File: src/sv/mie_pkg.sv
`timescale 1ns / 1ps
`default_nettype none

package mie_pkg;

	localparam logic [1:0] ST_OK    = 2'd0;
	localparam logic [1:0] ST_NOINV = 2'd1;
	localparam logic [1:0] ST_ZERO  = 2'd2;

	// controller -> datapath
	typedef struct packed {
		logic load;
		logic step;
		logic update;
		logic out_load;
	} cmd_t;

	// datapath -> controller
	typedef struct packed {
		logic special_in;
		logic rem_zero;
	} sts_t;

endpackage

`default_nettype wire

File: src/sv/mie_ctrl.sv
`timescale 1ns / 1ps
`default_nettype none

module mie_ctrl #(
	parameter int WORD_BITS = 64
) (
	input  wire logic          clk,
	input  wire logic          arst_n,
	input  wire logic          in_valid,
	output logic               in_stall,
	output logic               out_valid,
	input  wire logic          out_stall,
	output mie_pkg::cmd_t      cmd,
	input  wire mie_pkg::sts_t sts
);
	import mie_pkg::*;

	localparam int CW = (WORD_BITS > 1) ? $clog2(WORD_BITS) : 1;

	localparam logic [1:0] S_IDLE = 2'd0;
	localparam logic [1:0] S_DIV  = 2'd1;
	localparam logic [1:0] S_UPD  = 2'd2;
	localparam logic [1:0] S_DONE = 2'd3;

	logic [1:0]    state_q;
	logic [CW-1:0] cnt_q;
	logic          out_valid_q;
	logic          accept;

	assign in_stall  = (state_q != S_IDLE);
	assign out_valid = out_valid_q;
	assign accept    = in_valid && !in_stall;

	always_comb begin
		cmd.load     = accept;
		cmd.step     = (state_q == S_DIV);
		cmd.update   = (state_q == S_UPD) && !sts.rem_zero;
		cmd.out_load = (state_q == S_DONE) && (!out_valid_q || !out_stall);
	end

	always_ff @(posedge clk or negedge arst_n) begin
		if (!arst_n) begin
			state_q     <= S_IDLE;
			cnt_q       <= '0;
			out_valid_q <= 1'b0;
		end else begin
			if (cmd.out_load)
				out_valid_q <= 1'b1;
			else if (!out_stall)
				out_valid_q <= 1'b0;

			unique case (state_q)
				S_IDLE: begin
					if (accept) begin
						cnt_q   <= CW'(WORD_BITS - 1);
						state_q <= sts.special_in ? S_DONE : S_DIV;
					end
				end
				S_DIV: begin
					if (cnt_q == '0)
						state_q <= S_UPD;
					else
						cnt_q <= cnt_q - 1'b1;
				end
				S_UPD: begin
					if (sts.rem_zero) begin
						state_q <= S_DONE;
					end else begin
						cnt_q   <= CW'(WORD_BITS - 1);
						state_q <= S_DIV;
					end
				end
				S_DONE: begin
					if (cmd.out_load)
						state_q <= S_IDLE;
				end
				default: state_q <= S_IDLE;
			endcase
		end
	end

endmodule

`default_nettype wire

File: src/sv/mie_dpath.sv
`timescale 1ns / 1ps
`default_nettype none

module mie_dpath #(
	parameter int WORD_BITS = 64
) (
	input  wire logic          clk,
	input  wire logic          arst_n,
	input  wire logic [63:0]   value,
	input  wire logic [62:0]   modulus,
	output logic [62:0]        inverse,
	output logic [1:0]         status,
	input  wire mie_pkg::cmd_t cmd,
	output mie_pkg::sts_t      sts
);
	import mie_pkg::*;

	localparam int W = WORD_BITS;

	logic [W-1:0] v_in;
	logic [W-2:0] m_in;
	logic [1:0]   special_in;

	logic [W-1:0] a_sh_q, b_q, rem_q, acc_q, tp_q, tc_q;
	logic [W-2:0] m_q;
	logic [1:0]   special_q;
	logic [62:0]  inverse_q;
	logic [1:0]   status_q;

	logic [W:0]   sh;
	logic [W+1:0] diff;
	logic         qbit;
	logic [W-1:0] rem_next, acc_next, res;
	logic         gcd_one;

	assign v_in = value[W-1:0];
	assign m_in = modulus[W-2:0];

	always_comb begin
		if (v_in == '0)
			special_in = ST_ZERO;
		else if (m_in < (W-1)'(2))
			special_in = ST_NOINV;
		else
			special_in = ST_OK;
	end

	// restoring divide, one quotient bit a cycle; q*t_cur is built by Horner
	// from the same bits, all mod 2^W
	assign sh       = {rem_q, a_sh_q[W-1]};
	assign diff     = {1'b0, sh} - {2'b00, b_q};
	assign qbit     = !diff[W+1];
	assign rem_next = qbit ? diff[W-1:0] : sh[W-1:0];
	assign acc_next = {acc_q[W-2:0], 1'b0} + (qbit ? tc_q : '0);

	assign gcd_one = (b_q == W'(1));
	assign res     = tc_q[W-1] ? (tc_q + {1'b0, m_q}) : tc_q;

	assign sts.special_in = (special_in != ST_OK);
	assign sts.rem_zero   = (rem_q == '0);

	always_ff @(posedge clk or negedge arst_n) begin
		if (!arst_n) begin
			special_q <= ST_OK;
		end else if (cmd.load) begin
			special_q <= special_in;
		end
	end

	always_ff @(posedge clk) begin
		if (cmd.load) begin
			a_sh_q <= {1'b0, m_in};
			b_q    <= v_in;
			rem_q  <= '0;
			acc_q  <= '0;
			tp_q   <= '0;
			tc_q   <= W'(1);
			m_q    <= m_in;
		end else if (cmd.step) begin
			a_sh_q <= {a_sh_q[W-2:0], 1'b0};
			rem_q  <= rem_next;
			acc_q  <= acc_next;
		end else if (cmd.update) begin
			tp_q   <= tc_q;
			tc_q   <= tp_q - acc_q;
			a_sh_q <= b_q;
			b_q    <= rem_q;
			rem_q  <= '0;
			acc_q  <= '0;
		end

		if (cmd.out_load) begin
			if (special_q != ST_OK) begin
				status_q  <= special_q;
				inverse_q <= '0;
			end else if (gcd_one) begin
				status_q  <= ST_OK;
				inverse_q <= 63'(res[W-2:0]);
			end else begin
				status_q  <= ST_NOINV;
				inverse_q <= '0;
			end
		end
	end

	assign inverse = inverse_q;
	assign status  = status_q;

endmodule

`default_nettype wire

File: src/sv/modular_inverse_euclid_core.sv
// Modular inverse by extended Euclid, one word at a time.
// Each word takes R division rounds (up to ~93 at 64 bits);
// each round is a bit-serial restoring divide followed by an update state.
// Zero value or modulus below two: no divide rounds, straight to the done state.
// A new word is taken only in idle; a result may wait in the output register meanwhile.
// Reset (arst_n, async low) clears controller and valid state; no memories to clear.
`timescale 1ns / 1ps
`default_nettype none

module modular_inverse_euclid_core #(
	parameter int WORD_BITS = 64
) (
	input  wire logic        clk,
	input  wire logic        arst_n,
	input  wire logic        in_valid,
	output logic             in_stall,
	input  wire logic [63:0] value,
	input  wire logic [62:0] modulus,
	output logic             out_valid,
	input  wire logic        out_stall,
	output logic [62:0]      inverse,
	output logic [1:0]       status
);
	import mie_pkg::*;

	cmd_t cmd;
	sts_t sts;

	mie_ctrl #(.WORD_BITS(WORD_BITS)) u_ctrl (
		.clk       (clk),
		.arst_n    (arst_n),
		.in_valid  (in_valid),
		.in_stall  (in_stall),
		.out_valid (out_valid),
		.out_stall (out_stall),
		.cmd       (cmd),
		.sts       (sts)
	);

	mie_dpath #(.WORD_BITS(WORD_BITS)) u_dpath (
		.clk     (clk),
		.arst_n  (arst_n),
		.value   (value),
		.modulus (modulus),
		.inverse (inverse),
		.status  (status),
		.cmd     (cmd),
		.sts     (sts)
	);

	a_busy_after_accept: assert property (@(posedge clk) disable iff (!arst_n)
		(in_valid && !in_stall) |=> in_stall)
		else $error("not busy after accepting a word");

	a_status_code: assert property (@(posedge clk) disable iff (!arst_n)
		out_valid |-> (status != 2'd3))
		else $error("undefined status code");

	a_fail_zero: assert property (@(posedge clk) disable iff (!arst_n)
		(out_valid && (status != ST_OK)) |-> (inverse == '0))
		else $error("nonzero inverse on failed word");

	a_out_load_idle: assert property (@(posedge clk) disable iff (!arst_n)
		cmd.out_load |=> !in_stall)
		else $error("controller did not return to idle after result");

endmodule

`default_nettype wire

File: config.mk
export PLATFORM = sky130hd
export DESIGN_NAME = modular_inverse_euclid_core
export DESIGN_NICKNAME = d
export VERILOG_FILES = /design/src/sv/mie_pkg.sv /design/src/sv/mie_ctrl.sv /design/src/sv/mie_dpath.sv /design/src/sv/modular_inverse_euclid_core.sv
export SDC_FILE = /design/constraint.sdc
export NUM_CORES = 2
export LEC_CHECK = 0
export CORE_MARGIN = 5
export CORE_UTILIZATION = 40
export CTS_CLUSTER_SIZE = 14
export DETAILED_ROUTE_END_ITERATION = 6
export DONT_BUFFER_PORTS = 1
export GPL_TIMING_DRIVEN = 0
export PLACE_DENSITY_LB_ADDON = 0.05
export SYNTH_ARGS = -nofsm -noshare
export SYNTH_HDL_FRONTEND = slang
export SYNTH_SLANG_ARGS = --single-unit
File: constraint.sdc
create_clock -name clk -period 5.1 [get_ports clk]
set_input_delay 1.02 -clock clk [delete_from_list [all_inputs] [get_ports clk]]
set_output_delay 1.02 -clock clk [all_outputs]
set_load 0.01 [all_outputs]
Word-level counts from Yosys, hierarchy flattened
Cells that the tools add are included.

Bits of input ports: 131. Bits in registers: 523. Word-level logic and storage cells: 85. Output and inout bits: 67.

Reduce and logical (&&, ||, !) cells: 24. $lt $le $gt $ge: 1. Multiplexer cells: 28. Add/sub/neg operators: 5. Eq/ne operators: 11. Bitwise logic cells: 2.

Operators by type and width (count): 64-bit 2-to-1 mux (10); 64-bit zero test (2); 63-bit 2-to-1 mux (2); 65-bit by 64-bit subtractor with 66-bit output (1); 64-bit adder (1); 64-bit by 1-bit equality test with 1-bit output (second input constant) (1); 64-bit subtractor (1); 63-bit adder (1); 63-bit by 2-bit less-than comparator with 1-bit output (second input constant) (1); 6-bit 2-to-1 mux (3); 6-bit one-hot mux with 3 select lines (1); 2-bit 2-to-1 mux (7); 2-bit nonzero test (5); 2-bit by 1-bit != test with 1-bit output (second input constant) (4); 2-bit one-hot mux with 4 select lines (1); 6-bit zero test (1); 2-bit != test (second input constant) (3); 3-bit nonzero test (2); 6-bit by 1-bit subtractor with 6-bit output (second input constant) (1); 2-bit equality test (second input constant) (2); 1-bit zero test (4); 1-bit 2-to-1 mux (4); 2-bit AND reduction (2); 4-bit AND reduction (1); 7 further kinds (10).

Depth between registers and ports, before layout
Word-level depth: 7. Depth in mapped cells: 27. Gate-level depth less buffers: 24.

Modules after synthesis
Synthesis repeated with hierarchy kept, for this count alone.

Cell total of the unflattened synthesis: 4092. Area, all modules: 35844.4 sq um.

Modules (own cells, without submodules): mie_dpath (cells each 4027, sequential area each 12852.3 sq um, area an instance 35263.8 sq um, instances 1); mie_ctrl (cells each 65, sequential area each 225.2 sq um, area an instance 580.6 sq um, instances 1).

Worst setup path after synthesis
Ideal clock, no wire load.

Kind: input to register. From: input port in_valid. To: register u_dpath.a_sh_q[0], enable pin. Stages: 7. Setup time: 0.452 ns. Setup slack: -0.404 ns. Path buffers: 1. Data arrival time: 5.052 ns. Data required time: 4.648 ns. Path through: nand2_1 clkinv_1 nor2_1 inv_1 nor2_1 inv_2 clkbuf_1.

Longest elaborated chain between the ends: 2.

RTL lines: start, declared (line modular_inverse_euclid_core.sv:15) `input wire logic in_valid,`; 1-bit logical AND (line mie_ctrl.sv:32) `assign accept = in_valid && !in_stall;`; 3-bit nonzero test (no line); end signal, assigned (line mie_dpath.sv:72) `a_sh_q <= {1'b0, m_in};`; end signal, assigned (line mie_dpath.sv:80) `a_sh_q <= {a_sh_q[W-2:0], 1'b0};`; end signal, assigned (line mie_dpath.sv:86) `a_sh_q <= b_q;`; end, declared (line mie_dpath.sv:24) `logic [W-1:0] a_sh_q, b_q, rem_q, acc_q, tp_q, tc_q;`.

No other way between the ends. A chain may end at the register's enable or synchronous reset.

Worst setup path in the final report
From: register u_dpath.b_q[47]. To: register u_dpath.acc_q[52].

Longest elaborated chain between the ends: 4.

RTL lines: start, declared (line mie_dpath.sv:24); start signal, assigned (line mie_dpath.sv:73) `b_q <= v_in;`; start signal, assigned (line mie_dpath.sv:87) `b_q <= rem_q;`; 65-bit by 64-bit subtractor with 66-bit output (line mie_dpath.sv:51) `assign diff = {1'b0, sh} - {2'b00, b_q};`; 64-bit 2-to-1 mux (line mie_dpath.sv:54) `assign acc_next = {acc_q[W-2:0], 1'b0} + (qbit ? tc_q : '0);`; 64-bit adder (line mie_dpath.sv:54); 64-bit 2-to-1 mux (line mie_dpath.sv:79) `end else if (cmd.step) begin`; end signal, assigned (line mie_dpath.sv:82) `acc_q <= acc_next;`; end, declared (line mie_dpath.sv:24).

No other way between the ends.

==> impl_metrics.env <==
export IMPL_outcome="finished, violations left"
export IMPL_violated_checks="negative setup slack"
export IMPL_post_synth_top_area_cell="edfxtp_1"
export IMPL_clk_root_buffer_cell="clkbuf_16"
export IMPL_first_global_vias=32300
export IMPL_yosys_register_bits=523
export IMPL_via_count=33000
export IMPL_drive_gt1_share_pct=9.53
export IMPL_critPathMostFrequentCell="buf_4"
export IMPL_cts_hold_fix_buffers=0
export IMPL_clock_skew_final_ns=0.0297
export IMPL_rows=109
export IMPL_holdCritPathClass="input port to async pin"
export IMPL_worstPathRequired_ns=5.58
export IMPL_track_usage_pct=28.1
export IMPL_area_delta_synth_final_pct=16.7
export IMPL_synth_edf_count=255
export IMPL_synthesized_instance_count=4426
export IMPL_number_of_antenna_violations_at_the_first_check_in_global_routing=3
export IMPL_gpl_wtd_cong=0.969
export IMPL_dp_hpwl_um=110000
export IMPL_power_mw=9.60
export IMPL_clock_sink_count=523
export IMPL_timing_final_hold_violations=0
export IMPL_dieHeight_um=309
export IMPL_final_fill_count=8941
export IMPL_critPathTopFamily="compound AO/OA/AOI/OAI gates"
export IMPL_route_detailed_drc=0
export IMPL_max_stage_delay_ns=0.47
export IMPL_fin_ws_ns=-0.633
export IMPL_setup_worst_path_start_class="flop"
export IMPL_capturing_element_type_of_the_critical_path="flop"
export IMPL_final_period_minus_worst_setup_slack_ns=5.73
export IMPL_drt_pre_antenna_iters=5
export IMPL_ios=198
export IMPL_global_route_overflow=0
export IMPL_cts_tree="done"
export IMPL_worst_slew_pin_slew_ns=1.33
export IMPL_drt_vias_per_instance=5.71
export IMPL_routed_wirelength_um=139000
export IMPL_crit_path_max_fanout=7
export IMPL_core_area_um2=88600
export IMPL_critPathBufInv=7
export IMPL_cts_max_level=3
export IMPL_synthesis_nets=4814
export IMPL_worstReg2RegStart="u_dpath.b_q[47]$_DFFE_PP_"
export IMPL_leakage_nw=16.7
export IMPL_clock_path_buffers=3
export IMPL_io_buffer_count=0
export IMPL_avgRoutedWirePerCell_um=24.1
export IMPL_finalSetupViolCount=40
export IMPL_dominant_register_cell_in_the_synthesized_netlist="dfxtp_1"
export IMPL_max_slew_margin_pct=11.5
export IMPL_ir_worst_vdd_v=0.000206
export IMPL_rsz0062_at_grt="true"
export IMPL_tritoncts_num_buffers=66
export IMPL_critPathArrivalTime_ns=6.21
export IMPL_grt_first_pass_wirelength_um=204000
export IMPL_max_clock_freq_mhz=174
export IMPL_period_share_pct=112
export IMPL_layout_nets=4951
export IMPL_fin_hold_ws_ns=0.0876
export IMPL_synth_avg_cell_area_um2=8.09
export IMPL_synth_sequential_area_ratio_pct=36.5
export IMPL_reg2regPathDepth=27
export IMPL_synthesis_area_um2=35800
export IMPL_timing_max_cap_violations=0
export IMPL_synth_top_cells_by_area="edfxtp_1 21%, dfxtp_1 14%, ha_1 8.8%"
export IMPL_final_cell_area_um2=41800
export IMPL_postRouteAntennaNets=0
export IMPL_synthMostInstantiatedCell="nand2_1"
export IMPL_drt_initial_drc_count=2574
export IMPL_clk_insertion_delay_late_ns=0.63
export IMPL_crit_path_slowest_cell="edfxtp_1"
export IMPL_dieWidth_um=309
export IMPL_worstSetupPathType="flop to flop"
export IMPL_slew_violations=0
export IMPL_critical_path_cell_count=27
export IMPL_path_clk_slew_ns=0.06
export IMPL_synthArstFlopShare_pct=2.10
export IMPL_fp_dieArea_um2=95600
export IMPL_worstReg2RegEnd="u_dpath.acc_q[52]$_SDFFE_PP0P_"
export IMPL_ff2ff_setup_slack_ns=-0.63
export IMPL_power_density_nw_per_um2=230
export IMPL_synth_warnings=0
export IMPL_grt_max_degree=66
export IMPL_synth_cell_types=93
export IMPL_initial_utilization_pct=40.4
export IMPL_postPlaceCellArea_um2=37500
export IMPL_synth_top_cell_area_share_pct=21.4
export IMPL_netlist_top_cells_count="792 x nand2_1, 457 x a21oi_1, 320 x nor2_1"
cell families (layout without fill, tap and decap cells):
family	after synthesis	count (layout)	synth area share, %
AND/OR/NAND/NOR	1586	1586	19.8
AO/OA/AOI/OAI	1330	1330	23.1
flip-flops	523	523	36.5
buffers and inverters	467	656	4.94
adder cells (fa/ha/maj)	257	257	9.06
XOR/XNOR	213	213	5.21
multiplexers	50	50	1.40
other	0	7	0
cell type report:
class | instances | area [µm²] | share of cell area [%]
Timing Repair Buffer | 99 | 901 | 2.15
Sequential cell | 523 | 13100 | 31.3
Multi-Input combinational cell | 3436 | 22200 | 53.1
Buffer | 208 | 922 | 2.21
Tap cell | 1165 | 1460 | 3.49
Clock buffer | 88 | 1890 | 4.52
Clock inverter | 32 | 485 | 1.16
Inverter | 229 | 862 | 2.06
Antenna cell | 7 | 17.5 | 0.0419
worst register-to-register path, cell delays in order, from the launching register on:
cell	delay [ns]
edfxtp_1	0.47
inv_1	0.07
ha_1	0.42
nand4_1	0.13
buf_4	0.18
nor4_4	0.25
buf_4	0.19
and2_4	0.16
a41oi_4	0.05
nand4_1	0.16
a21oi_2	0.09
o21ba_4	0.26
buf_12	0.15
clkbuf_16	0.18
buf_4	0.16
nor2b_4	0.13
ha_4	0.22
a2111o_1	0.45
a21oi_4	0.22
o311a_4	0.24
o31ai_4	0.08
a221o_2	0.39
nor4b_4	0.14
buf_4	0.16
nor4_4	0.24
nor2_1	0.10
xnor2_1	0.20
o22ai_1	0.10
state kept, by name, summed over array words and instances, names as in the netlist:
signal and count:
u_dpath.rem_q 64, u_ctrl.out_valid 1, u_dpath.m_q 63, u_dpath.tc_q 64, u_ctrl.state_q 2, u_ctrl.cnt_q 6, u_dpath.status 2, u_dpath.special_q 2
u_dpath.b_q 64, u_dpath.tp_q 64, u_dpath.a_sh_q 64, u_dpath.inverse 63, u_dpath.acc_q 64
stage by stage:
stage | setup TNS, ns | utilization (%) | setup slack (ns) | instances
final | -14.01 | 47.2 | -0.633 | 5787
after global routing | -20.61 | 47.2 | -0.774 | 5785
after CTS | -10.75 | 46.4 | -0.655 | 5754
after detailed placement | -144.10 | 42.3 | -2.65 | 5598
after global placement | -558.92 | 42.1 | -2.89 | 5591
after floorplan | 0 | - | 0.0117 | 4426
timing repair:
action,CTS,global route
setup endpoints to repair,159,47
pin swaps,80,62
setup buffers,60,34
resized for setup,194,89
cell usage in the layout (no fill, tap or decap), types with 100 or more instances in the layout:
master	synthesis	final
a21oi_1	457	428
a21o_1	153	152
inv_1	227	222
nor2_1	320	313
edfxtp_1	255	255
o21ai_0	240	226
ha_1	253	213
dfxtp_1	257	251
a31oi_1	104	100
clkbuf_1	207	179
nand2_1	792	786
xnor2_1	137	127
per-layer routing:
metal  vias to the layer above  global-route usage (%)  share of wire (%)
met5                         -                       0              0.014
met4                         2                    13.4                5.2
met3                       244                    4.76                5.6
met2                       895                    46.1                 46
met1                     15700                    36.3                 43
li1                      16200                       -                  -
worst max path at each step:
stage | start | endpoint | slack [ns]
after floorplan | u_dpath.b_q[16]$_DFFE_PP_ | u_dpath.acc_q[56]$_SDFFE_PP0P_ | 0.01
after CTS | u_dpath.b_q[31]$_DFFE_PP_ | u_dpath.acc_q[56]$_SDFFE_PP0P_ | -0.66
after detailed placement | u_dpath.b_q[31]$_DFFE_PP_ | u_dpath.acc_q[61]$_SDFFE_PP0P_ | -2.65
final | u_dpath.b_q[47]$_DFFE_PP_ | u_dpath.acc_q[52]$_SDFFE_PP0P_ | -0.63
after global routing | u_dpath.b_q[35]$_DFFE_PP_ | u_dpath.acc_q[56]$_SDFFE_PP0P_ | -0.77
after global placement | u_dpath.rem_q[6]$_SDFFE_PP0P_ | u_dpath.a_sh_q[57]$_DFFE_PP_ | -2.89
where the power goes:
part	leakage [nW]	total [mW]	switching, mW	internal (mW)
registers	4.58	4.37	0.000000000000000104	4.37
clock network	1.13	5.22	1.99	3.22
logic	11.0	0.0109	0.00649	0.00439
(Power assumes the default switching activity.)
